$ cat config.mk
export PLATFORM = sky130hd
export DESIGN_NAME = rts_pipe_reg
export DESIGN_NICKNAME = d
export VERILOG_FILES = /design/src/rtl/core/rts_pipe_reg.sv
export SDC_FILE = /design/constraint.sdc
export NUM_CORES = 1
export LEC_CHECK = 0
export BUFFER_PORTS_ARGS = -buffer_cell sky130_fd_sc_hd__buf_4
export CORE_AREA = 2 2 39 41
export CTS_CLUSTER_SIZE = 24
export DETAILED_ROUTE_END_ITERATION = 10
export DIE_AREA = 0 0 41 43
export PLACE_DENSITY = 0.57
export SYNTH_ARGS = -nofsm -noshare
export SYNTH_HDL_FRONTEND = slang
export SYNTH_SLANG_ARGS = --single-unit
$ cat constraint.sdc
create_clock -name clk -period 0.9 [get_ports clk]
set_input_delay 0.225 -clock clk [delete_from_list [all_inputs] [get_ports clk]]
set_output_delay 0.225 -clock clk [all_outputs]
set_load 0.02 [all_outputs]
$ cat src/rtl/core/rts_pipe_reg.sv
// Plain pipeline register stage with valid/ready flow control.
module rts_pipe_reg #(
  parameter int W = 8
) (
  input  logic         clk,
  input  logic         rst_n,
  input  logic         v_i,
  output logic         ready_o,
  input  logic [W-1:0] d_i,
  output logic         v_o,
  input  logic         ready_i,
  output logic [W-1:0] d_o
);
  logic         v_r;
  logic [W-1:0] d_r;

  assign ready_o = !v_r || ready_i;
  assign v_o     = v_r;
  assign d_o     = d_r;

  always_ff @(posedge clk) begin
    if (!rst_n) begin
      v_r <= 1'b0;
    end else if (ready_o) begin
      v_r <= v_i;
    end
  end

  always_ff @(posedge clk) begin
    if (ready_o && v_i) begin
      d_r <= d_i;
    end
  end
endmodule

==> metrics.txt <==
status complete, but fails checks; failing checks setup timing; cells along the critical path nand2b_4, buf_6; hold slack 0.1542 ns; most frequent cells in the layout buf_4, buf_6, edfxtp_1; unrepaired setup endpoints after global routing true; CP endpoint kind primary output; CP Data Required Time 0.67 ns; Area growth syn-to-layout 83.61%; die footprint 1763 µm²; Post-Layout Cell Count 55; CP max FO 3; CP max stage cell dfxtp_4; vias in the first global route 204; pin count of the biggest net entering global routing 9; final hold violation count 0; first-pass GRT wire length 834 µm; clock root buffer clkbuf_4; GP Congestion 0.5171; initial antenna violation count 0; FF/Latch Area 264.0 µm²; Port Buffer Count 21; R2R Path End d_o[3]$_DFFE_PP_; GR Overflow Total 0; P_leak 0.2386 nW; Logic pwr share 15.8%; ANT nets after route 0; drt first-iter violations 0; clk slew on worst S/H paths 0.05 ns; total power 928.4 µW; via count 200; cell count after placement 50; fraction of layout cells with a size suffix above 1 74.36%; Max Fclk 988.8 MHz; final core utilization 39.51%; Worst Hold End d_o[4]$_DFFE_PP_; Starting Density 21.52%; CTS tree yes; Remaining DRCs 0; Seq pwr share 53.3%; # H-tree levels 1; final period utilization 112.4%; Sw Share 20.43%; Critical Path AT 0.79 ns; yosys warns 0; Slew headroom 92.52%; setup violators final 18; fin nets 52; Clk pwr share 30.8%; worst min path class in -> reg; FF+latch count, synth 9; Post-Syn Area per Cell 22.91 µm²; CP Class reg -> out; Reg2Reg Depth 2; io pins 22; synthesized area 297.8 µm²; hold buffer count at CTS 0; reg2reg start v_o$_SDFFE_PN0P_; WL per Instance 10.64 µm; Core Area 1384 µm²; Slew @ Worst Pin 0.1121 ns; Peak VDD IR 0.7552 mV; GR Util All Layers 7.559%; Slew Viols, Final 0; Hold Path Stages 1; syn_nets 25; Die W 41 µm; Vias per Instance 3.636; Multi-input gate area 33.78 µm²; worst reg2reg setup slack -0.01 ns; Mapped Cells 13; height of the die 43 µm; sequential-to-total area share from yosys stat 87.39%; Num CTS Buffers 3; MaxCap Viol Count 0; num rows 14; CTS Buffer Depth 2; final WL 585 µm; Tmin final 1.011 ns; critical path's largest stage delay 0.35 ns; Critical Path Source Type register; commonest non-fill, non-tap cell in the layout buf_4; worst skew pair latency 0.24 ns; Layout fillers 136; Pre-antenna DRT Iters 1; Final Worst Setup Slack -0.1113 ns; CTS Sinks 9; count of distinct cell types in the synthesized netlist 6; internal power 738.7 µW; P per Cell Area 1698 nW/µm²; Final Skew 0.0007186 ns; min-delay src d_i[4]; ANT cells 0; switching pwr 189.7 µW
==> final cells by class <==
class	instances	area share, %
Sequential cell	9	48.28
Timing Repair Buffer	22	36.38
Multi-Input combinational cell	3	6.178
Clock buffer	4	4.805
Tap cell	16	3.661
Inverter	1	0.6865
==> layer usage <==
metal	global-route usage (%)	routed length, µm
met1	6.463	202
met2	13.13	308
met3	3.665	74
met4	4.000	0
met5	0	0
==> worst max-delay path by stage <==
stage / from / to / slack (ns) / cells after the start
floorplan: v_o$_SDFFE_PN0P_ / d_o[0]$_DFFE_PP_ / -0.06 / 2
global placement: ready_i / d_o[5]$_DFFE_PP_ / -0.008 / 3
detailed placement: ready_i / d_o[0]$_DFFE_PP_ / -0.02 / 3
CTS: v_o$_SDFFE_PN0P_ / ready_o / -0.12 / 2
global route: v_o$_SDFFE_PN0P_ / ready_o / -0.15 / 2
finish: v_o$_SDFFE_PN0P_ / ready_o / -0.11 / 2
==> power groups by stage <==
stage          logic [mW]  registers [mW]  clock network, mW
2_1_floorplan      0.0224           0.531                  0
3_3_place_gp        0.129           0.499                  0
3_5_place_dp        0.132           0.500                  0
4_1_cts             0.148           0.495              0.299
5_1_grt             0.156           0.496              0.329
6_report            0.147           0.495              0.286
==> metrics by stage <==
stage	setup slack (ns)	TNS [ns]	instance area, µm²
2_1_floorplan	-0.05980	-0.4784	301.5
3_3_place_gp	-0.007602	-0.06028	479.2
3_5_place_dp	-0.02138	-0.1699	479.2
4_1_cts	-0.1198	-1.071	546.8
5_1_grt	-0.1533	-1.550	546.8
6_report	-0.1113	-0.9555	546.8
==> Yosys cell counts (all sizes together) <==
library cell	n	share of area (%)
edfxtp	8	81
nand2b	1	4.6
a21boi	1	3.8
and2	1	2.9
inv	1	1.3
dfxtp	1	6.7
==> sequential cells by signal, summed over array words and instances, names as in the netlist <==
signal / cells
v_o: 1
d_o: 8
==> critical path: cells and delay by family (launching register included) <==
family,cells,cell delay (ns)
simple gates,1,0.06
buf+inv,1,0.13
flops,1,0.35
==> logic make-up after synthesis <==
family          share of synthesized area [%]
buf+inv                                 1.259
compound gates                          3.781
simple gates                            7.562
flops                                   87.40
==> what timing repair did <==
| item | 4_1_cts | 5_1_grt |
|---|---|---|
| endpoints found under the setup margin | 18 | 18 |
| gates cloned | 0 | 0 |
| buffers inserted | 1 | 0 |
| gates resized for setup | 9 | 0 |
No activity file was read; power rests on OpenSTA's default activity.
