--- src/rtl/core/rts_pkg.sv ---
// Shared types and constants for the right triangle solver.
package rts_pkg;

  localparam int IN_W    = 32;
  localparam int SIDE_OW = 33;
  localparam int ANGLE_W = 23;
  localparam int PERIM_W = 34;
  localparam int AREA_W  = 63;

  // CORDIC datapath width and the bit that normalization brings the larger leg to.
  localparam int CW       = 64;
  localparam int NORM_TOP = 58;
  localparam int ZW       = 25;
  localparam int ATAN_N   = 32;

  localparam logic             CMD_LONG  = 1'b0;
  localparam logic             CMD_SHORT = 1'b1;

  localparam logic [ANGLE_W-1:0] ANGLE_NINETY = 23'd5898240;
  localparam logic [SIDE_OW-1:0] SIDE_MAX     = {SIDE_OW{1'b1}};
  localparam logic [PERIM_W-1:0] PERIM_MAX    = {PERIM_W{1'b1}};
  localparam logic [AREA_W-1:0]  AREA_MAX     = {AREA_W{1'b1}};

  localparam logic [ANGLE_W-1:0] ATAN_DEG_Q16 [ATAN_N] = '{
    23'd2949120, 23'd1740967, 23'd919879, 23'd466945, 23'd234379, 23'd117304,
    23'd58666, 23'd29335, 23'd14668, 23'd7334, 23'd3667, 23'd1833, 23'd917,
    23'd458, 23'd229, 23'd115, 23'd57, 23'd29, 23'd14, 23'd7, 23'd4, 23'd2,
    23'd1, 23'd0, 23'd0, 23'd0, 23'd0, 23'd0, 23'd0, 23'd0, 23'd0, 23'd0
  };

  typedef struct packed {
    logic [SIDE_OW-1:0] third_side;
    logic [ANGLE_W-1:0] alpha_deg;
    logic [ANGLE_W-1:0] beta_deg;
    logic [PERIM_W-1:0] perimeter;
    logic [AREA_W-1:0]  area;
    logic               status;
  } out_word_t;

endpackage

--- src/rtl/core/rts_norm_cell.sv ---
// One normalization cell: shifts both legs left by K when the larger leg has room.
module rts_norm_cell #(
  parameter int K      = 1,
  parameter int SIDE_W = 8
) (
  input  logic                   clk,
  input  logic                   rst_n,
  input  logic                   v_i,
  output logic                   ready_o,
  input  logic [rts_pkg::CW-1:0] x_i,
  input  logic [rts_pkg::CW-1:0] y_i,
  input  logic [SIDE_W-1:0]      side_i,
  output logic                   v_o,
  input  logic                   ready_i,
  output logic [rts_pkg::CW-1:0] x_o,
  output logic [rts_pkg::CW-1:0] y_o,
  output logic [SIDE_W-1:0]      side_o
);
  logic                   v_r;
  logic [rts_pkg::CW-1:0] x_r, y_r, x_nxt, y_nxt, big;
  logic [SIDE_W-1:0]      side_r;

  // The OR of the legs has the same leading one as the larger leg.
  always_comb begin
    big = x_i | y_i;
    if ((big >> (rts_pkg::NORM_TOP + 1 - K)) == '0) begin
      x_nxt = x_i << K;
      y_nxt = y_i << K;
    end else begin
      x_nxt = x_i;
      y_nxt = y_i;
    end
  end

  assign ready_o = !v_r || ready_i;
  assign v_o     = v_r;
  assign x_o     = x_r;
  assign y_o     = y_r;
  assign side_o  = side_r;

  always_ff @(posedge clk) begin
    if (!rst_n) begin
      v_r <= 1'b0;
    end else if (ready_o) begin
      v_r <= v_i;
    end
  end

  always_ff @(posedge clk) begin
    if (ready_o && v_i) begin
      x_r    <= x_nxt;
      y_r    <= y_nxt;
      side_r <= side_i;
    end
  end
endmodule

--- config.mk ---
export PLATFORM = sky130hd
export DESIGN_NAME = rts_norm_cell
export DESIGN_NICKNAME = d
export VERILOG_FILES = /design/src/rtl/core/rts_pkg.sv /design/src/rtl/core/rts_norm_cell.sv
export SDC_FILE = /design/constraint.sdc
export NUM_CORES = 1
export LEC_CHECK = 0
export BUFFER_PORTS_ARGS = -buffer_cell sky130_fd_sc_hd__buf_2
export CAP_MARGIN = 20
export CORE_ASPECT_RATIO = 1.1
export CORE_MARGIN = 1
export CORE_UTILIZATION = 41
export DETAILED_ROUTE_END_ITERATION = 8
export GPL_TIMING_DRIVEN = 0
export PLACE_DENSITY = 0.86
export SYNTH_ARGS = -nofsm -noshare
export SYNTH_HDL_FRONTEND = slang
export SYNTH_SLANG_ARGS = --single-unit
--- constraint.sdc ---
create_clock -name clk -period 4.3 [get_ports clk]
set_input_delay 0.86 -clock clk [delete_from_list [all_inputs] [get_ports clk]]
set_output_delay 0.86 -clock clk [all_outputs]
set_load 0.03 [all_outputs]
==> results by group <==
Status
  – Status: finished, final reports clean

Setup path
  – CP Max Fanout: 10
  – CP cell instances: buf_2 > nor4_2 > nand3_2 > buf_4 > buf_4 > mux2_1
  – Critical path's most frequent cell: buf_4
  – Crit path DAT: 2.62 ns
  – CP startpoint kind: input pin
  – Worst endpoint required time: 4.45 ns
  – CP bufs+invs: 3
  – Worst Setup Path Type: in2reg
  – Delay-heaviest family, CP: simple AND/OR/NAND/NOR gates
  – Largest stage delay, worst path: 0.50 ns
  – Worst setup EP type: flop
  – Worst path slowest cell: nor4_2

Clocking
  – Clk Latency, worst-skew pair: 0.41 ns
  – Clock-pin slew on the worst setup and hold paths: 0.06 ns
  – Hold-fix buffers, CTS: 0
  – CTS resizes: 0
  – TritonCTS Buffers: 17
  – # H-tree levels: 4
  – Deepest clock path buffer count: 2
  – Number of setup buffers added after CTS: 0
  – Clock sink total: 137
  – CTS tree: yes
  – Root Driver: clkbuf_16

Synthesis
  – Synth area leaders: edfxtp_1 73%, mux2_2 15%, mux2_1 7.7%, buf_4 0.67%, clkbuf_1 0.67%
  – Most common cell in the netlist: edfxtp_1
  – Sequential area share after synthesis: 73.4%
  – Avg Cell Area, Syn: 19.6 um^2
  – Mapped cell area: 5590 um^2
  – Yosys top cell by area: edfxtp_1
  – Post-synth EDFFs: 136
  – Synthesized flop and latch total: 137
  – Post-synth cell types: 14
  – Top cell type's share of synthesized area: 73.0%
  – Most frequent cells after synthesis: 136 x edfxtp_1, 76 x mux2_2, 38 x mux2_1
  – Synth Instances: 285
  – Main synth FF type: edfxtp_1
  – Synth Net Count: 425
  – Yosys warns: 0
  – Post-synthesis async set-or-reset flop share: 0%

Drt
  – Vias: 3,684
  – DR iter-0 viols: 186
  – Drt drc: 0
  – Wire length on met1: 4.71 mm
  – Vias per inst: 4.73
  – Met3 wire length: 740 um
  – Met2 Wirelength: 6.96 mm
  – Post-Route WL: 12.8 mm
  – DR WL/cell: 16.5 um
  – Antenna viol nets, final: 0
  – Pre-Repair DR Iteration Count: 4
  – Top Layer Used: met4

Hold path
  – Path type of the worst min-delay path: reg2reg

Placed design
  – IO buf count: 277
  – Final HPWL DP: 9.45 mm
  – Final estimated routing congestion in global placement: 0.783

Timing
  – Slew margin rel.: 43.6%
  – Setup TNS Final: 0 ns
  – WHS: 0.578 ns
  – RSZ-0062 raised after global routing: false
  – Final Hold Fails: 0
  – Min Tclk post-route: 2.47 ns
  – Max Freq: 0.405 GHz
  – Slew @ Worst Pin: 0.845 ns
  – Fin Clk Skew: 0.00434 ns
  – # setup viols final: 0
  – Period Utilization, post-route: 57.4%
  – Number of max-slew violations in the final report: 0

Layout
  – Layout cells sized above 1: 66.1%
  – Nets: 722
  – Synth-to-layout area growth: 41.6%
  – Antenna cells: 0
  – Fillers: 1,019

Power
  – Cell Pwr Density: 461 nW/um^2
  – Pleak: 0.00331 uW
  – Max VDD drop: 0.285 mV

Floorplan
  – Num ports: 278
  – Die span in y: 124 um
  – Die ar.: 14,100 um^2
  – Initial Utilization: 42.2%
  – Core ar.: 13,300 um^2
  – Chip Width: 113 um
  – Row count: 44

Global routing
  – Gr ovfl total: 0
  – Vias in the first global route: 3,919
  – First-pass GRT wire length: 19.3 mm
  – Antenna violations before repair: 0
  – Largest net degree at the start of global routing: 75
  – Gr usage total: 18.4%

Flow run
  – Max-cap violations: 0
## cells by family after synthesis
family / count (synthesis) / synth area share (%)
AOI/OAI and AO/OA: 3 / 0.492
buffers and inverters: 23 / 1.88
muxes: 114 / 23.0
and+or+nand+nor: 8 / 1.30
DFF: 137 / 73.4
## metrics by stage
step / area (um^2) / util, % / instances / worst slack, ns / power, uW
6_report: 7920 / 59.7 / 779 / 1.83 / 3650
5_1_grt: 7920 / 59.7 / 779 / 1.69 / 3760
4_1_cts: 7920 / 59.7 / 779 / 1.82 / 3680
3_3_place_gp: 7210 / 54.3 / 746 / 0.579 / 2000
3_5_place_dp: 7240 / 54.6 / 747 / 1.38 / 2010
2_1_floorplan: 5590 / - / 285 / 0.930 / 1850
## per-layer routing
metal,up-vias,GRT usage [%]
met1,1763,18.9
met5,-,0
met2,177,33.5
met4,0,10.1
met3,29,5.11
li1,1715,-
## flip-flops by register name, summed over array words and instances, names as in the netlist
| signal | count |
|---|---|
| y_o | 64 |
| v_o | 1 |
| x_o | 64 |
| side_o | 8 |
## worst reg2reg max path, stage by stage (launching register included)
cell      delay (ns)
dfxtp_1         0.31
nand2b_1        0.11
and2_4          0.70
buf_16          0.37
## layout by cell type, fill, tap and decap left out, types with 5 or more instances in the layout
master | Yosys | final
edfxtp_1 | 136 | 136
buf_1 | 7 | 7
mux2_1 | 38 | 38
bufinv_16 | 0 | 7
clkbuf_16 | 0 | 17
buf_4 | 5 | 5
clkbuf_1 | 10 | 10
buf_2 | 0 | 277
mux2_2 | 76 | 76
## area by class of cell
cell class,instances,area (um^2),area share (%)
plain buffers,22,101,1.28
well taps,184,230,2.91
clock buffers,17,425,5.37
clock inverters,15,254,3.21
flip-flops and latches,137,4100,51.8
multi-input cells,125,1390,17.5
inverters,1,3.75,0.0474
repair buffers,278,1410,17.9
## power breakdown
part / internal [uW] / switching, uW / leakage, uW
logic: 137 / 265 / 0.00166
registers: 1560 / 19.0 / 0.00132
clock network: 1140 / 528 / 0.000321
total: 2840 / 812 / 0.00331
## final timing paths
check / from / end / slack (ns) / depth (start not counted)
hold reg to reg: v_o / v_o / 0.58 / 2
setup reg to reg: v_o / x_o[9] / 2.38 / 3
hold / removal: v_o / v_o / 0.58 / 2
setup / recovery: y_i[60] / x_o[53] / 1.83 / 6
(Power assumes the default switching activity.)
