<file path="config.mk">
export PLATFORM = sky130hd
export DESIGN_NAME = rts_sqrt_cell
export DESIGN_NICKNAME = d
export VERILOG_FILES = /design/src/rtl/core/rts_sqrt_cell.sv
export SDC_FILE = /design/constraint.sdc
export NUM_CORES = 1
export LEC_CHECK = 0
export BUFFER_PORTS_ARGS = -buffer_cell sky130_fd_sc_hd__clkbuf_2
export CORE_ASPECT_RATIO = 1.5
export CORE_MARGIN = 1
export CORE_UTILIZATION = 50
export CTS_BUF_LIST = sky130_fd_sc_hd__clkbuf_2 sky130_fd_sc_hd__clkbuf_4 sky130_fd_sc_hd__clkbuf_8
export DETAILED_ROUTE_END_ITERATION = 8
export PLACE_DENSITY = 0.83
export SYNTH_ARGS = -nofsm -noshare
export SYNTH_HDL_FRONTEND = slang
export SYNTH_SLANG_ARGS = --single-unit
</file>
<file path="constraint.sdc">
create_clock -name clk -period 5.4 [get_ports clk]
set_input_delay 0.54 -clock clk [delete_from_list [all_inputs] [get_ports clk]]
set_output_delay 0.54 -clock clk [all_outputs]
set_load 0.01 [all_outputs]
</file>
<file path="src/rtl/core/rts_sqrt_cell.sv">
// One cell of the square root chain: settles one bit of the root.
module rts_sqrt_cell #(
  parameter int RB     = 33,
  parameter int IDX    = 0,
  parameter int SIDE_W = 8
) (
  input  logic              clk,
  input  logic              rst_n,
  input  logic              v_i,
  output logic              ready_o,
  input  logic [2*RB-1:0]   n_i,
  input  logic [RB:0]       rem_i,
  input  logic [RB-1:0]     root_i,
  input  logic [SIDE_W-1:0] side_i,
  output logic              v_o,
  input  logic              ready_i,
  output logic [2*RB-1:0]   n_o,
  output logic [RB:0]       rem_o,
  output logic [RB-1:0]     root_o,
  output logic [SIDE_W-1:0] side_o
);
  localparam int NW = 2 * RB;

  logic              v_r;
  logic [NW-1:0]     n_r;
  logic [RB:0]       rem_r, rem_nxt;
  logic [RB-1:0]     root_r, root_nxt;
  logic [SIDE_W-1:0] side_r;
  logic [RB+2:0]     cur, trial, diff;

  always_comb begin
    cur   = {rem_i, n_i[NW-1-2*IDX -: 2]};
    trial = {1'b0, root_i, 2'b01};
    diff  = cur - trial;
    if (cur >= trial) begin
      rem_nxt  = diff[RB:0];
      root_nxt = {root_i[RB-2:0], 1'b1};
    end else begin
      rem_nxt  = cur[RB:0];
      root_nxt = {root_i[RB-2:0], 1'b0};
    end
  end

  assign ready_o = !v_r || ready_i;
  assign v_o     = v_r;
  assign n_o     = n_r;
  assign rem_o   = rem_r;
  assign root_o  = root_r;
  assign side_o  = side_r;

  always_ff @(posedge clk) begin
    if (!rst_n) begin
      v_r <= 1'b0;
    end else if (ready_o) begin
      v_r <= v_i;
    end
  end

  always_ff @(posedge clk) begin
    if (ready_o && v_i) begin
      n_r    <= n_i;
      rem_r  <= rem_nxt;
      root_r <= root_nxt;
      side_r <= side_i;
    end
  end
endmodule

</file>
==> results.txt <==
STA classifies the critical path startpoint as an input port. Of all nets on the critical path, the largest fanout is 35. The effective utilization at floorplan came out at 51.6%. The max-capacitance violation count came out at 0. The count of unique library cells instantiated by Yosys came out at between 50 and 60. The share of synthesized registers carrying an async set or reset came out at 0%. The endpoint required time on the critical path is 5600 ps.

Clock-pin slew was measured on the worst setup and hold paths at around 90 ps. Buffers inserted to repair hold after CTS numbered 0. The fraction of power spent switching nets came out at 29.2%. The final number of hold-violating endpoints is 0. The floorplan step defined a die boundary enclosing roughly 0.014 mm2.

The multi-input combinational cells in the finished layout cover a total of 0.00222 mm2. The final wirelength came out at 17600 um. Summing all placed instances gives a cell area of 0.00831 mm2. The clock passes through at most 2 buffers. During synthesis, Yosys emitted a total of 0 warnings. The placer's final routability congestion estimate is 0.845. The via count of the first global-routing pass came to approximately 5100. In this run, the combinational gates consume 19.1% of the power. The post-layout net count came out at 1005.

The post-synth net total came out at 710. The sequential fraction of the synthesis area came out at 63.3%. Buffers placed on the I/O ports in this run total about 290.

The floorplan step set the die height to around 140 um. The max-slew violation count is 0. The type of the tightest min-delay check is in -> reg. At the pin with the least slew margin, the transition time is 715 ps.

The final routed DRC violation total came out at 0. The sum of net half-perimeters after detailed placement is 13900 um. The global route total overflow is 0. The critical path in this run is classified as in -> reg.

The number of cells on the worst reg-to-reg path is 3. The initial antenna violation count came out at 0. After the first detailed-routing iteration, the DRC count stood at 230. The post-CTS setup repair buffer count is 0. The cell total after placement is 965. Once detail routing completed, the nets flagged for antenna violations numbered 0. The filler cells instantiated in the layout total 1002. The global-route total usage across every layer is 24.9%. The largest clock skew in the final design is 13.0 ps. The total internal power came out at around 1.9 mW.

TritonCTS created 17 clock buffers. The count of cells along the worst hold path came out at 1. The fraction of final layout cells with drive strength greater than 1 is 39.5%. The boundary pin count came out at between 200 and 300. From synthesis to final layout, the design area changed by 29.4%. The number of antenna diodes in the final layout is 0. The top cell type by area accounts for 63.0% of the synthesized area. The leading register cell type out of synthesis is sky130_fd_sc_hd__edfxtp_1. Traced cell by cell, the critical path runs through clkbuf_2 > inv_1 > ha_1 > a21oi_1 > nor2_1 > o41ai_2 > a21oi_2 > o21ai_0 > a22o_2 > buf_4 > mux2_1. The clock reaches the later pin of the worst-skew pair after 440 ps. The endpoint arrival time on the critical path is 3390 ps.

The fraction of power consumed by sequential logic is 49.9%. The share of the core filled with cells in the final layout is 66.8%. For this design the static power due to leakage is between 4 and 5 nW. The per-cell routed wire length is 17.6 um. The wire length of the first global-routing pass is 26500 um. The post-layout worst setup margin is 2220 ps.

The clock tree synthesis step divided the H-tree into 4 levels. After the flow finishes, the layout carries non-filler instances totaling roughly 1000. After synthesis, the most frequently instantiated cells are 141 x sky130_fd_sc_hd__edfxtp_1, 48 x sky130_fd_sc_hd__inv_1, 47 x sky130_fd_sc_hd__nand2_1, 35 x sky130_fd_sc_hd__ha_1, 32 x sky130_fd_sc_hd__o21ai_0.

Yosys attributes the largest share of cell area to sky130_fd_sc_hd__edfxtp_1 63%, sky130_fd_sc_hd__ha_1 6.5%, sky130_fd_sc_hd__inv_1 2.7%. TritonCTS built the clock tree. The via total after detailed routing came out at 5344. For this run, the slowest stage of the critical path takes 590 ps. The type of destination of the critical path is a flop. The pre-CTS setup slack is 1780 ps. The clock network fraction of design power came out at between 30% and 40%. The vias per cell is 5.36. The root buffer cell is sky130_fd_sc_hd__clkbuf_8. The switching power total is 786 uW. The clock period minus final worst setup slack is 3180 ps. The die span in x came out at 96.6 um. The power consumption is 2.70 mW.

The fraction of the cycle the final worst path needs is 59.0%. The number of rows in the core area is 51. The maximum vdd drop is 0.000196 V. The mean instance size in the synthesized netlist came out at 12.7 um2. The slowest library cell on the worst path is sky130_fd_sc_hd__a22o_2. Registers take 0.00425 mm2. The worst slew margin relative to its limit is between 50% and 60%. The final setup TNS is 0 ps. The synthesized flop and latch total is 142.

The tightest hold path in the finished design has a slack of 267 ps. The maximum achievable frequency is 0.314 GHz. sky130_fd_sc_hd__edfxtp_1 takes more of the synthesized area than any other cell. Setup repair after global routing left no endpoint under its margin. The count of cells resized by post-cts repair came out at 0. The finished layout cell area is 0.00869 mm2. The cell with the most instances after synthesis is sky130_fd_sc_hd__edfxtp_1. The flow ran to the end, and the final reports show no timing, DRC or antenna violations. The power density over cell area came out at roughly 310 mW/mm2. The core area came out at 0.0130 mm2. Setup violations remaining at the end of the flow were counted as 0. The sink count of the clock tree came out at 142. The total iterations of the first detailed-routing run is 5. The count of flip-flops with a built-in enable after synthesis is between 100 and 150. After technology mapping, the gate count stands at 530. The summed instance area of the synthesized netlist is 0.00672 mm2. The pin count of the biggest net entering global routing is 57.
## worst max-delay path, delay by kind of cell
family,cells,cell delay (ps)
AO/OA/AOI/OAI,5,1520
adder cells (fa/ha/maj),1,350
buffers and inverters,3,550
multiplexers,1,350
AND/OR/NAND/NOR,1,70
## registers in the layout, summed over array words and instances (netlist names)
signal  cells
root_o     33
rem_o      34
n_o        66
side_o      8
v_o         1
## worst paths after layout
| kind | from | endpoint | slack (ps) |
|---|---|---|---|
| hold reg to reg | v_o | v_o | 550 |
| setup reg to reg | v_o | rem_o[11] | 3500 |
| setup / recovery | root_i[5] | rem_o[16] | 2220 |
| hold / removal | side_i[4] | side_o[4] | 270 |
## cell usage in the layout (no fill, tap or decap), types with 2 or more instances in the layout
cell type,count
sky130_fd_sc_hd__nand2b_1,7
sky130_fd_sc_hd__clkbuf_8,17
sky130_fd_sc_hd__ha_1,35
sky130_fd_sc_hd__o21ai_0,32
sky130_fd_sc_hd__clkinvlp_4,4
sky130_fd_sc_hd__a21boi_0,5
sky130_fd_sc_hd__and3_1,7
sky130_fd_sc_hd__o21a_1,8
sky130_fd_sc_hd__and2_0,2
sky130_fd_sc_hd__xor2_1,7
sky130_fd_sc_hd__a21oi_1,28
sky130_fd_sc_hd__nor2_1,21
sky130_fd_sc_hd__nor2b_1,3
sky130_fd_sc_hd__nand3_1,5
sky130_fd_sc_hd__nand4_1,7
sky130_fd_sc_hd__o211a_1,2
sky130_fd_sc_hd__a21o_1,18
sky130_fd_sc_hd__a31o_1,2
sky130_fd_sc_hd__or3_1,3
sky130_fd_sc_hd__o21ai_1,4
sky130_fd_sc_hd__a41oi_1,2
sky130_fd_sc_hd__nand2_1,47
sky130_fd_sc_hd__buf_4,3
sky130_fd_sc_hd__clkbuf_2,287
sky130_fd_sc_hd__o21bai_1,9
sky130_fd_sc_hd__inv_6,6
sky130_fd_sc_hd__o211ai_1,5
sky130_fd_sc_hd__nor3_1,11
sky130_fd_sc_hd__o31ai_1,9
sky130_fd_sc_hd__and2_1,2
sky130_fd_sc_hd__inv_1,48
sky130_fd_sc_hd__edfxtp_1,141
sky130_fd_sc_hd__a31o_2,2
sky130_fd_sc_hd__xnor2_1,13
sky130_fd_sc_hd__and4_1,3
sky130_fd_sc_hd__inv_8,2
sky130_fd_sc_hd__a31oi_1,2
## power groups by stage
stage          Clock, mW  Sequential (mW)  Combinational [mW]
4_1_cts            0.850             1.35               0.514
2_1_floorplan          0             1.42               0.259
3_5_place_dp           0             1.37               0.511
3_3_place_gp           0             1.37               0.499
5_1_grt            0.893             1.35               0.564
6_report           0.837             1.34               0.514
## area by class of cell
| type | instances | area share (%) |
|---|---|---|
| clock buffer | 17 | 2.69 |
| clock inverter | 15 | 1.70 |
| timing repair buffer | 290 | 16.8 |
| tap | 159 | 2.29 |
| multi-input combinational | 325 | 25.5 |
| sequential | 142 | 48.9 |
| inverter | 49 | 2.12 |
## logic make-up after synthesis
family | after synthesis | synth area share (%)
and+or+nand+nor | 126 | 9.28
muxes | 2 | 0.317
buffers and inverters | 63 | 3.74
AOI/OAI and AO/OA | 142 | 14.2
DFF | 142 | 63.3
adders and majority gates | 35 | 6.52
xor gates and xnor gates | 20 | 2.61
## layer usage
| layer | wire (um) | global-route usage (%) | vias to the layer above |
|---|---|---|---|
| li1 | - | - | 2575 |
| met1 | 6280 | 25.6 | 2458 |
| met2 | 9410 | 46.7 | 271 |
| met3 | 1290 | 6.66 | 40 |
| met4 | 597 | 11.5 | 0 |
| met5 | 0 | 0 | - |
No activity file was read; power rests on OpenSTA's default activity.
